===== src/hw/rtl/ptnm_pkg.sv =====
// Shared types and constants for the point-to-triangle nearest search.
// Used by every module of the block; no dependencies of its own.
package ptnm_pkg;

    localparam int COORD_W  = 24;
    localparam int FRAC_W   = 16;
    localparam int EDGE_W   = COORD_W + 1;
    localparam int DOT_W    = 2 * EDGE_W + 2 - FRAC_W;
    localparam int MUL_W    = DOT_W;
    localparam int PROD_W   = 2 * MUL_W;
    localparam int ACC_W    = PROD_W + 2;
    localparam int SQ_W     = 2 * COORD_W + 2 - FRAC_W;
    localparam int DIST_W   = COORD_W + 1;
    localparam int Q_W      = FRAC_W + 1;
    localparam int ROOT_ARG_W = SQ_W + FRAC_W;
    localparam int STEP_W   = 5;
    localparam int IDX_W    = 2;
    localparam int DIV_CNT_W = $clog2(FRAC_W + 1);

    localparam logic [Q_W-1:0]  ONE_Q  = {1'b1, {FRAC_W{1'b0}}};
    localparam logic [SQ_W-1:0] SQ_MAX = {SQ_W{1'b1}};
    localparam logic [ROOT_ARG_W-1:0] ROOT_TOP = ROOT_ARG_W'(1) << (2 * (DIST_W - 1));

    localparam logic [IDX_W-1:0] REG_QUERY_X = 2'd0;
    localparam logic [IDX_W-1:0] REG_QUERY_Y = 2'd1;
    localparam logic [IDX_W-1:0] REG_QUERY_Z = 2'd2;

    typedef logic signed [COORD_W-1:0] coord_t;
    typedef logic signed [EDGE_W-1:0]  edge_t;

    // A classified triangle: base vertex, edges e1 and e2, base minus query.
    typedef struct packed {
        coord_t [2:0] v0;
        edge_t  [2:0] e1;
        edge_t  [2:0] e2;
        edge_t  [2:0] bp;
        logic         last;
    } item_t;

endpackage


===== src/hw/rtl/ptnm_front.sv =====
// Front end: takes a triangle, forms edges and base offset, pushes the item.
// Depends on ptnm_pkg.
module ptnm_front (
    input  logic            in_valid,
    output logic            in_stall,
    input  ptnm_pkg::coord_t corner0_x,
    input  ptnm_pkg::coord_t corner0_y,
    input  ptnm_pkg::coord_t corner0_z,
    input  ptnm_pkg::coord_t corner1_x,
    input  ptnm_pkg::coord_t corner1_y,
    input  ptnm_pkg::coord_t corner1_z,
    input  ptnm_pkg::coord_t corner2_x,
    input  ptnm_pkg::coord_t corner2_y,
    input  ptnm_pkg::coord_t corner2_z,
    input  logic            last_triangle,
    input  ptnm_pkg::coord_t query_x,
    input  ptnm_pkg::coord_t query_y,
    input  ptnm_pkg::coord_t query_z,
    input  logic            full,
    output logic            push,
    output ptnm_pkg::item_t push_item
);
    import ptnm_pkg::*;

    function automatic edge_t diff(input coord_t a, input coord_t b);
        return {a[COORD_W-1], a} - {b[COORD_W-1], b};
    endfunction

    assign in_stall = full;
    assign push     = in_valid && !full;

    always_comb
    begin
        push_item.v0[0] = corner0_x;
        push_item.v0[1] = corner0_y;
        push_item.v0[2] = corner0_z;
        push_item.e1[0] = diff(corner1_x, corner0_x);
        push_item.e1[1] = diff(corner1_y, corner0_y);
        push_item.e1[2] = diff(corner1_z, corner0_z);
        push_item.e2[0] = diff(corner2_x, corner0_x);
        push_item.e2[1] = diff(corner2_y, corner0_y);
        push_item.e2[2] = diff(corner2_z, corner0_z);
        push_item.bp[0] = diff(corner0_x, query_x);
        push_item.bp[1] = diff(corner0_y, query_y);
        push_item.bp[2] = diff(corner0_z, query_z);
        push_item.last  = last_triangle;
    end

endmodule


===== config.mk =====
export PLATFORM = sky130hd
export DESIGN_NAME = ptnm_front
export DESIGN_NICKNAME = d
export VERILOG_FILES = /design/src/hw/rtl/ptnm_pkg.sv /design/src/hw/rtl/ptnm_front.sv
export SDC_FILE = /design/constraint.sdc
export NUM_CORES = 1
export LEC_CHECK = 0
export ABC_AREA = 1
export BUFFER_PORTS_ARGS = -buffer_cell sky130_fd_sc_hd__buf_2
export CAP_MARGIN = 20
export CORE_AREA = 2 2 229 231
export DETAILED_ROUTE_END_ITERATION = 10
export DIE_AREA = 0 0 231 233
export GPL_TIMING_DRIVEN = 1
export SETUP_SLACK_MARGIN = 0.15
export SLEW_MARGIN = 20
export SYNTH_ARGS = -nofsm -noshare
export SYNTH_HDL_FRONTEND = slang
export SYNTH_SLANG_ARGS = --single-unit

===== constraint.sdc =====
create_clock -name vclk -period 2.3
set_input_delay 0 -clock vclk [all_inputs]
set_output_delay 0 -clock vclk [all_outputs]
set_load 0.005 [all_outputs]

==> Yosys cells after proc, flatten, opt, wreduce, memory -nomap -nowiden <==
Index checks and enable logic that the tools add are counted.
{ "classes": {"add_sub_neg": 9, "multipliers": 0, "n_div": 0, "n_lt_le_gt_ge": 0, "n_eq_ne": 0, "shift": 0, "muxes": 0, "n_bitwise": 0, "reduce_logical": 2} }
{ "ops": {"columns": ["cell", "n"], "rows": [
  ["24-bit by 24-bit subtractor with 25-bit output", 9],
  ["1-bit logical AND", 1],
  ["1-bit zero test", 1]
]} }
{ "totals": {"reg_bits": 0, "latch_bits": 0, "ramBits": 0, "mem_bits_ro": 0, "input_bits": 291, "output_inout_bits": 300, "elab_cells": 11, "n_memories": 0} }

==> Logic depth before layout (Yosys ltp) <==
{ "logic_depth": {"depth_word": 2, "depth_mapped": 12} }

==> Least setup slack after synthesis <==
Ideal clock, no wire load.
{ "synth_timing": {"kind": "input-to-output", "from": "in corner0_y[0]", "to": "out push_item[38] (netlist name)", "t_arrival_ns": 1.279, "path_slack_ns": 1.021, "cell_stages": 11, "n_path_buf": 0, "cell_sequence": "inv_1 -> ha_1 -> fa_1 -> inv_1 -> nand2_1 -> nand2_1 -> nand3_1 -> nand2_1 -> nand2_1 -> nand2_1 -> xor2_1"} }
{ "synth_lines": {"columns": ["item", "line", "text"], "rows": [
  ["start, declared", "ptnm_front.sv:7", "input ptnm_pkg::coord_t corner0_y,"],
  ["end, declared", "ptnm_front.sv:21", "output ptnm_pkg::item_t push_item"]
]} }

==> results.cfg <==
[die]
die_y_um = 233
core_region_area_mm2 = 0.0511
start_util_pct = 34.0
ioPinCount = 591
fp.dieW_um = 231
fp-row-count = 83
die-area_mm2 = 0.0538

[layout]
nClkBuffers = 0
final_layout_size_suffix_gt1_share_pct = 15.5
final_cell_area_mm2 = 0.0206
area_growth_pct = 18.8
seq_area_um2 = 0
fin_util_pct = 40.4
flops_and_latches = 0
nNetsFinal = 4681
filler_cell_count = 6182
multiInputGateArea_mm2 = 0.0132

[logic_synthesis]
synthesis.area_mm2 = 0.0173
synth.top_cells.by_count = 1571 x nand2_1, 956 x inv_1, 250 x nor2_1
synth_top_area_cell = nand2_1
yosys_warnings = 0
yosysSeqAreaShare_pct = 0
netlist_top_cells_area = nand2_1 34%, inv_1 21%, ha_1 16%, nor2_1 5.4%, xor2_1 5.4%
syn_nets = 4162
yosys.area.top_type_share_pct = 34.0
yosysMostFrequentCell = nand2_1
syn_area_per_cell_um2 = 4.76
syn_inst = 3646
synth.distinct_cells = 18

[global_route]
grt_pass1_vias = 20958
grt_pass1_wl_um = 109000
antenna_found_initial = 12
grt_max_degree = 7
use_met1_pct = 30.6
top_usage_layer = met2
grt_usage_pct = 25.7
met2_usage_pct = 47.5
gr-total-overflow = 0
use_met3_pct = 2.90

[timing]
final-hold-violation-count = 0
tns_ps = 0
worstMarginPinSlew_ps = 441
slew_violations = 0
setup_viol = 0
hold_ws_ps = 0.00979
rsz0062_at_grt = no
period_minus_slack_ps = 2060
slew_headroom_pct = 70.5
fin_crit_sh_pct = 89.8
clock.fmax_ghz = 0.484
fin_ws_ps = 235

[worst_setup_path]
critPathRequiredTime_ps = 2300
path_max_fanout = 4
crit_type = input pin to output port
crit_arrival_ps = 2060
crit_path_end_kind = output port
crit_path_start_kind = input pin

[routing]
totalWireLength_um = 72300
wl_per_cell_um = 14.9
antenna_left = 0
remaining_drc_errors = 0
drtIter0Drc = 1110
dr.pass1.iters = 6
dr_total_vias = 22172
avgViaCountPerCell = 4.57

[placed_design]
pre_cts_ws_ps = 324
hpwl_um = 66500
postPlaceCellArea_mm2 = 0.0206
io_buffers = 589
gp_congestion = 1.03

[clock_network]
cts_resized = 0
postCtsSetupBuffers = 0
holdBufCountCts = 0

[power]
cellPowerDensity_mw_per_mm2 = 284
leakage_nw = 14.6
irDropWorstVdd_mv = 0.121

[run]
max_cap_viol_count = 0

[min_path]
hold_path_depth = 0
hp-class = input pin to output port
hold_start = last_triangle
whs_endpoint = push_item[0]

[status]
status = finished, final reports clean
[kinds of logic (layout without fill, tap and decap cells)]
group	after synthesis	count (layout)	share of synthesized area (%)
simple gates	2161	2161	50.4
other cells	0	4	0
buf+inv	1030	1547	23.9
compound gates	114	114	3.29
xor+xnor	116	116	5.86
fa+ha+maj	225	225	16.6
[metrics by stage]
stage	total power, mW	instances
2_1_floorplan	3.54	3646
3_3_place_gp	5.83	4843
3_5_place_dp	5.81	4843
4_1_cts	5.84	4843
5_1_grt	6.55	4846
6_report	5.85	4847
[per-layer routing]
metal	share of wire (%)	wire, um	up-vias
met5	0.16	116	-
met4	3.9	2810	16
met3	5.6	4050	127
met2	48	34800	690
met1	42	30600	9640
li1	-	-	11699
[worst max-delay path by stage]
stage                             start              to  slack (ps)  cells past startpoint
final                     corner0_z[12]  push_item[146]         240                     12
after global routing      corner0_z[12]  push_item[146]         170                     12
after CTS                 corner0_z[12]  push_item[146]         320                     12
after detailed placement  corner0_z[12]  push_item[146]         320                     12
after global placement    corner0_z[12]  push_item[146]         350                     12
after floorplan            corner0_y[0]   push_item[38]        1020                     11
[placed cells by master (no fill, tap or decap)]
master	n
a21oi_1	114
and2_1	11
buf_2	589
buf_4	2
diode_2	4
fa_1	9
ha_1	216
inv_1	956
nand2_1	1571
nand2_2	14
nand3_1	181
nand3b_1	18
nand4_1	55
nor2_1	250
nor2_2	32
nor3_1	18
or2_0	1
or2_2	10
xnor2_1	9
xor2_1	107
[power breakdown]
part           switching [mW]  internal, mW   total (mW)
logic                    3.68          2.18         5.85
registers                   0             0            0
clock network               0   0.000000233  0.000000233
[area by class of cell]
cell class	count	share of cell area (%)
Multi-Input combinational cell	2616	64.0
Inverter	956	17.4
Timing Repair Buffer	591	14.4
Tap cell	680	4.13
Antenna cell	4	0.0485
[critical path: stages]
cell and delay (ps):
buf_2 150, inv_1 120, ha_1 390, nand2_1 150, nor2_2 180, inv_1 60
nor2_1 330, nand3b_1 310, nand3_1 170, nand2_1 60, nand2_1 60, buf_2 110
(Power assumes the default switching activity.)
