<file path="config.mk">
export PLATFORM = sky130hd
export DESIGN_NAME = ptnm_queue
export DESIGN_NICKNAME = d
export VERILOG_FILES = /design/src/hw/rtl/ptnm_pkg.sv /design/src/hw/rtl/ptnm_queue.sv
export SDC_FILE = /design/constraint.sdc
export NUM_CORES = 1
export LEC_CHECK = 0
export ABC_AREA = 1
export BUFFER_PORTS_ARGS = -buffer_cell sky130_fd_sc_hd__buf_4
export CAP_MARGIN = 20
export CORE_AREA = 5 5 234 236
export CTS_CLUSTER_SIZE = 14
export DETAILED_ROUTE_END_ITERATION = 16
export DIE_AREA = 0 0 239 241
export GPL_TIMING_DRIVEN = 0
export HOLD_SLACK_MARGIN = 0.15
export PLACE_DENSITY = 0.68
export SLEW_MARGIN = 30
export SYNTH_ARGS = -nofsm -noshare
export SYNTH_HDL_FRONTEND = slang
export SYNTH_SLANG_ARGS = --single-unit
</file>
<file path="constraint.sdc">
create_clock -name clk -period 24.2 [get_ports clk]
set_input_delay 1.21 -clock clk [delete_from_list [all_inputs] [get_ports clk]]
set_output_delay 1.21 -clock clk [all_outputs]
set_load 0.005 [all_outputs]
</file>
<file path="src/hw/rtl/ptnm_pkg.sv">
// Shared types and constants for the point-to-triangle nearest search.
// Used by every module of the block; no dependencies of its own.
package ptnm_pkg;

    localparam int COORD_W  = 24;
    localparam int FRAC_W   = 16;
    localparam int EDGE_W   = COORD_W + 1;
    localparam int DOT_W    = 2 * EDGE_W + 2 - FRAC_W;
    localparam int MUL_W    = DOT_W;
    localparam int PROD_W   = 2 * MUL_W;
    localparam int ACC_W    = PROD_W + 2;
    localparam int SQ_W     = 2 * COORD_W + 2 - FRAC_W;
    localparam int DIST_W   = COORD_W + 1;
    localparam int Q_W      = FRAC_W + 1;
    localparam int ROOT_ARG_W = SQ_W + FRAC_W;
    localparam int STEP_W   = 5;
    localparam int IDX_W    = 2;
    localparam int DIV_CNT_W = $clog2(FRAC_W + 1);

    localparam logic [Q_W-1:0]  ONE_Q  = {1'b1, {FRAC_W{1'b0}}};
    localparam logic [SQ_W-1:0] SQ_MAX = {SQ_W{1'b1}};
    localparam logic [ROOT_ARG_W-1:0] ROOT_TOP = ROOT_ARG_W'(1) << (2 * (DIST_W - 1));

    localparam logic [IDX_W-1:0] REG_QUERY_X = 2'd0;
    localparam logic [IDX_W-1:0] REG_QUERY_Y = 2'd1;
    localparam logic [IDX_W-1:0] REG_QUERY_Z = 2'd2;

    typedef logic signed [COORD_W-1:0] coord_t;
    typedef logic signed [EDGE_W-1:0]  edge_t;

    // A classified triangle: base vertex, edges e1 and e2, base minus query.
    typedef struct packed {
        coord_t [2:0] v0;
        edge_t  [2:0] e1;
        edge_t  [2:0] e2;
        edge_t  [2:0] bp;
        logic         last;
    } item_t;

endpackage

</file>
<file path="src/hw/rtl/ptnm_queue.sv">
// Two-entry item queue between front end and back end.
// Depends on ptnm_pkg.
module ptnm_queue (
    input  logic            clk,
    input  logic            rst_n,
    input  logic            push,
    input  ptnm_pkg::item_t push_item,
    output logic            full,
    input  logic            pop,
    output logic            valid,
    output ptnm_pkg::item_t head
);
    import ptnm_pkg::*;

    item_t      mem [2];
    logic       wr_ptr_reg;
    logic       rd_ptr_reg;
    logic [1:0] count_reg;

    assign full  = (count_reg == 2'd2);
    assign valid = (count_reg != 2'd0);
    assign head  = mem[rd_ptr_reg];

    always_ff @(posedge clk)
    begin
        if (push)
        begin
            mem[wr_ptr_reg] <= push_item;
        end
    end

    always_ff @(posedge clk or negedge rst_n)
    begin
        if (!rst_n)
        begin
            wr_ptr_reg <= 1'b0;
            rd_ptr_reg <= 1'b0;
            count_reg  <= 2'd0;
        end
        else
        begin
            if (push)
            begin
                wr_ptr_reg <= !wr_ptr_reg;
            end
            if (pop)
            begin
                rd_ptr_reg <= !rd_ptr_reg;
            end
            if (push && !pop)
            begin
                count_reg <= count_reg + 2'd1;
            end
            else if (pop && !push)
            begin
                count_reg <= count_reg - 2'd1;
            end
        end
    end

endmodule

</file>
### After elaboration in Yosys (flattened, before gate mapping)

Memory sizes are Yosys's and may differ from the RTL's.
Index checks and enable logic that the tools add are counted.
W data, S select, Z words.

* multiplexer cells: 4
* reduce and logical (&&, ||, !) cells: 8
* $add $sub $neg: 2
* equality and inequality tests: 1

Operators by type and width (number)
* $logic_not A1 Y1: 4
* $mux W2: 2
* $reduce_bool A2 Y1: 2
* $add A2 B1 Y2 const B: 1
* $eq A2 B2 Y1 const B: 1
* $logic_and A1 B1 Y1: 2
* $mux W1: 2
* $sub A2 B1 Y2 const B: 1

* RAM bits: 596
* output and inout port bits: 300
* word-level logic and storage cells: 19
* memories: 1
* flip-flop bits (word level): 4

Memory list
* mem: words 2, bits a word 298, read ports 1, clocked after Yosys merged registers in 0, wr ports 1, line ptnm_queue.sv:15 `item_t mem [2];`

### Logic depth before layout (Yosys ltp)

* word-level depth: 4
* mapped depth: 7

### Worst setup path after synthesis

OpenSTA, ideal clock, no wires.

* kind: input port to flip-flop
* start point: input port push
* end point: memory mem[0][0] in the netlist's numbering, enable pin
* stages on the path: 2
* arrival: 13696 ps
* path slack: 9533 ps
* setup time: 972 ps
* path buffers: 0
* cell sequence: inv_1 nor2_1

* longest elaborated chain between the ends: 2

Ends and longest elaborated chain
* start, declared: line ptnm_queue.sv:6 `input logic push,`
* $mux W1: line ptnm_queue.sv:26 `if (push)`
* $mux W1 (implied by the code): line ptnm_queue.sv:28 `mem[wr_ptr_reg] <= push_item;`
* end, declared: line ptnm_queue.sv:15

Every way passes these cells.

==> metrics.csv <==
stage,metric,value,unit
routing,DR iter-0 viols,495,
routing,first drt pass iteration count,4,
logic_synthesis,syn avg cell area,23.65,sq um
floorplanning,die area,0.05760,sq mm
floorplanning,Core ar.,0.05224,sq mm
logic_synthesis,syn nets,1255,
cts,cts hold-fix bufs,0,
floorplanning,row cnt,84,
worst_setup_path,crit path kind,reg -> out,
cts,worst-skew pair later-pin latency,600,ps
floorplanning,starting density of the core,0.4311,
sta,period utilization,0.1379,
routing,DRT Wirelength,53120,um
finish,Final nets,1938,
floorplanning,Die Y,241,um
global_route,number of global-route vias before repair,12204,
logic_synthesis,post-synth top area cell,edfxtp_1,
pwr,Peak VDD IR,0.08251,mV
cts,htree depth,2,
worst_setup_path,Setup crit start,rd_ptr_reg$_DFFE_PN0P_,
routing,Post-route DRC,0,
logic_synthesis,Synth area leaders,"edfxtp_1 79%, mux2_4 13%, mux2_2 4.9%, buf_6 1.1%, dfrtp_1 0.44%",
global_route,grt total ovfl,0,
logic_synthesis,Main synth FF type,edfxtp_1,
floorplanning,io pins,602,
sta,slew margin rel.,0.6003,
placement,"worst slack, placed",20850,ps
sta,RSZ-0062 raised after global routing,false,
cts,total clock sinks,600,
routing,top sig layer,met5,
worst_setup_path,Worst Path Arrival,2130,ps
routing,routed wl met3,5780,um
run_status,outcome,completed,
logic_synthesis,Post-synth top cells,"596 x edfxtp_1, 200 x mux2_4, 98 x mux2_2",
routing,Metal-1 WL,18320,um
global_route,largest net degree at the start of global routing,88,
worst_setup_path,critical path data required time,22990,ps
worst_setup_path,Critical Path Sink Type,primary output,
logic_synthesis,Mapped Area,0.02252,sq mm
logic_synthesis,Post-synth EDFFs,596,
floorplanning,Die W,239,um
placement,RePlAce Congestion,0.8097,
sta,setup_tns,0,ps
sta,Fmax,299.6,MHz
global_route,first-pass GRT wire length,75670,um
global_route,initial antenna violation count,6,
worst_setup_path,crit start category,flop,
cts,post-CTS sizing,0,
logic_synthesis,synth unique cells,15,
worst_setup_path,Crit path largest cell delay,350,ps
logic_synthesis,"FF+latch count, synth",600,
cts,clock buffer depth,3,
cts,Root Buffer,clkbuf_16,
logic_synthesis,post-synth top area share,0.7948,
worst_setup_path,worst reg2reg path startpoint,wr_ptr_reg$_DFFE_PN0P_,
flow_run,Max-cap violations,0,
pwr,power density over the cells,115.3,mW/mm^2
cts,Num CTS Buffers,60,
sta,final setup vio count,0,
finish,Largest register FFs,596,
logic_synthesis,most common cell in the netlist,edfxtp_1,
routing,Vias/cell,4.758,
worst_hold_path,Min-Delay Path Class,in -> async,
placement,DPL Wire Length,39240,um
placement,port bufs,601,
sta,Worst-Margin Slew,599.5,ps
cts,CTS tree,done,
logic_synthesis,Syn Inst Count,952,
worst_setup_path,peak fanout along the critical path,10,
sta,Hold Fails Final Rpt,0,
logic_synthesis,sequential fraction of the synthesis area,0.7992,
finish,Area Growth Syn to Fin,34.76,%
cts,"Reg clk slew, reported paths",60,ps
routing,DRT antenna net count,0,
sta,Setup Skew,14.80,ps
global_route,GRT Util Overall,0.1756,
worst_setup_path,CP Cell Sequence,buf_4 > buf_6 > buf_6 > mux2_4 > buf_4,
worst_setup_path,CP max stage cell,dfrtp_1,
cts,post-CTS setup buffers,0,
sta,Final Max Slew Viols,0,
logic_synthesis,Yosys warnings,0,
logic_synthesis,fraction of registers with async set/reset,0.006667,
finish,share of layout cells above drive strength 1,0.6136,
routing,routed wl met2,27450,um
routing,Vias,11296,
routing,wire per inst,22.38,um
sta,min Tclk post-route,3338,ps
pwr,Lkg Pwr,11.97,nW
sta,Worst Slack Setup Final,20860,ps
-- critical path, delay by kind of cell, from the launching register on --
kind	cells	cell delay, ps
flops	1	350
mux	1	310
buf+inv	4	840
-- kinds of logic after synthesis --
group                      synth area share
buffers and inverters               0.01484
adders and majority gates         0.0005556
muxes                                0.1824
DFF                                  0.7992
xor gates and xnor gates           0.001167
and+or+nand+nor                    0.001834
-- per-layer routing --
| metal | track usage | vias up |
|---|---|---|
| li1 | - | 5171 |
| met1 | 0.1917 | 5579 |
| met2 | 0.3093 | 447 |
| met3 | 0.07588 | 91 |
| met4 | 0.05914 | 8 |
| met5 | 0 | - |
-- final cells by class --
class,instances,area [sq um]
sequential,600,18000
clock inverter,36,302.8
antenna,1,2.502
timing repair buffer,621,5062
inverter,7,33.78
buffer,33,307.8
tap,688,860.8
fill,3914,21890
clock buffer,76,1583
multi-input combinational,312,4194
-- through the flow --
step	instances	instance area, sq um	hold slack, ps	power (mW)	util
2_1_floorplan	952	22520	441.7	2.132	-
3_3_place_gp	2241	27890	477.3	2.732	0.5339
3_5_place_dp	2261	28460	479.9	2.665	0.5448
4_1_cts	2373	30340	343.2	3.559	0.5809
5_1_grt	2374	30340	358.6	3.663	0.5809
6_report	2374	30340	395.9	3.500	0.5809
-- path summary, 6_finish.rpt --
kind | end | depth (start not counted) | slack (ps)
min reg2reg | count_reg[1]$_DFFE_PN0P_ | 2 | 500
max | head[182] | 5 | 20860
min | count_reg[0]$_DFFE_PN0P_ | 1 | 400
max reg2reg | mem[0][228]$_DFFE_PP_ | 7 | 21810
max in group asynchronous | wr_ptr_reg$_DFFE_PN0P_ | 1 | 23700
min in group clk | count_reg[1]$_DFFE_PN0P_ | 2 | 500
-- report_power, final --
group	switching [mW]	leakage (nW)	internal (mW)
combinational	0.518	5.41	0.678
clock	0.371	0.917	0.514
sequential	0.0430	5.64	1.38
total	0.932	12.0	2.57
-- cell usage in the layout (no fill, tap or decap) --
cell,synthesis,layout
buf_16,0,20
buf_2,9,9
buf_4,2,603
buf_6,22,22
bufinv_16,0,5
clkbuf_1,0,15
clkbuf_16,0,61
clkinv_1,0,17
clkinv_2,0,9
clkinvlp_4,0,2
dfrtp_1,4,4
diode_2,0,1
edfxtp_1,596,596
ha_1,1,1
inv_1,7,6
inv_6,0,2
inv_8,0,2
mux2_2,98,98
mux2_4,200,200
nand2_1,6,6
nand3_1,1,1
nand4_1,1,1
nor2_1,2,1
nor2_4,0,1
xnor2_1,1,1
xor2_1,2,2
Power figures use the tool's default switching activity.
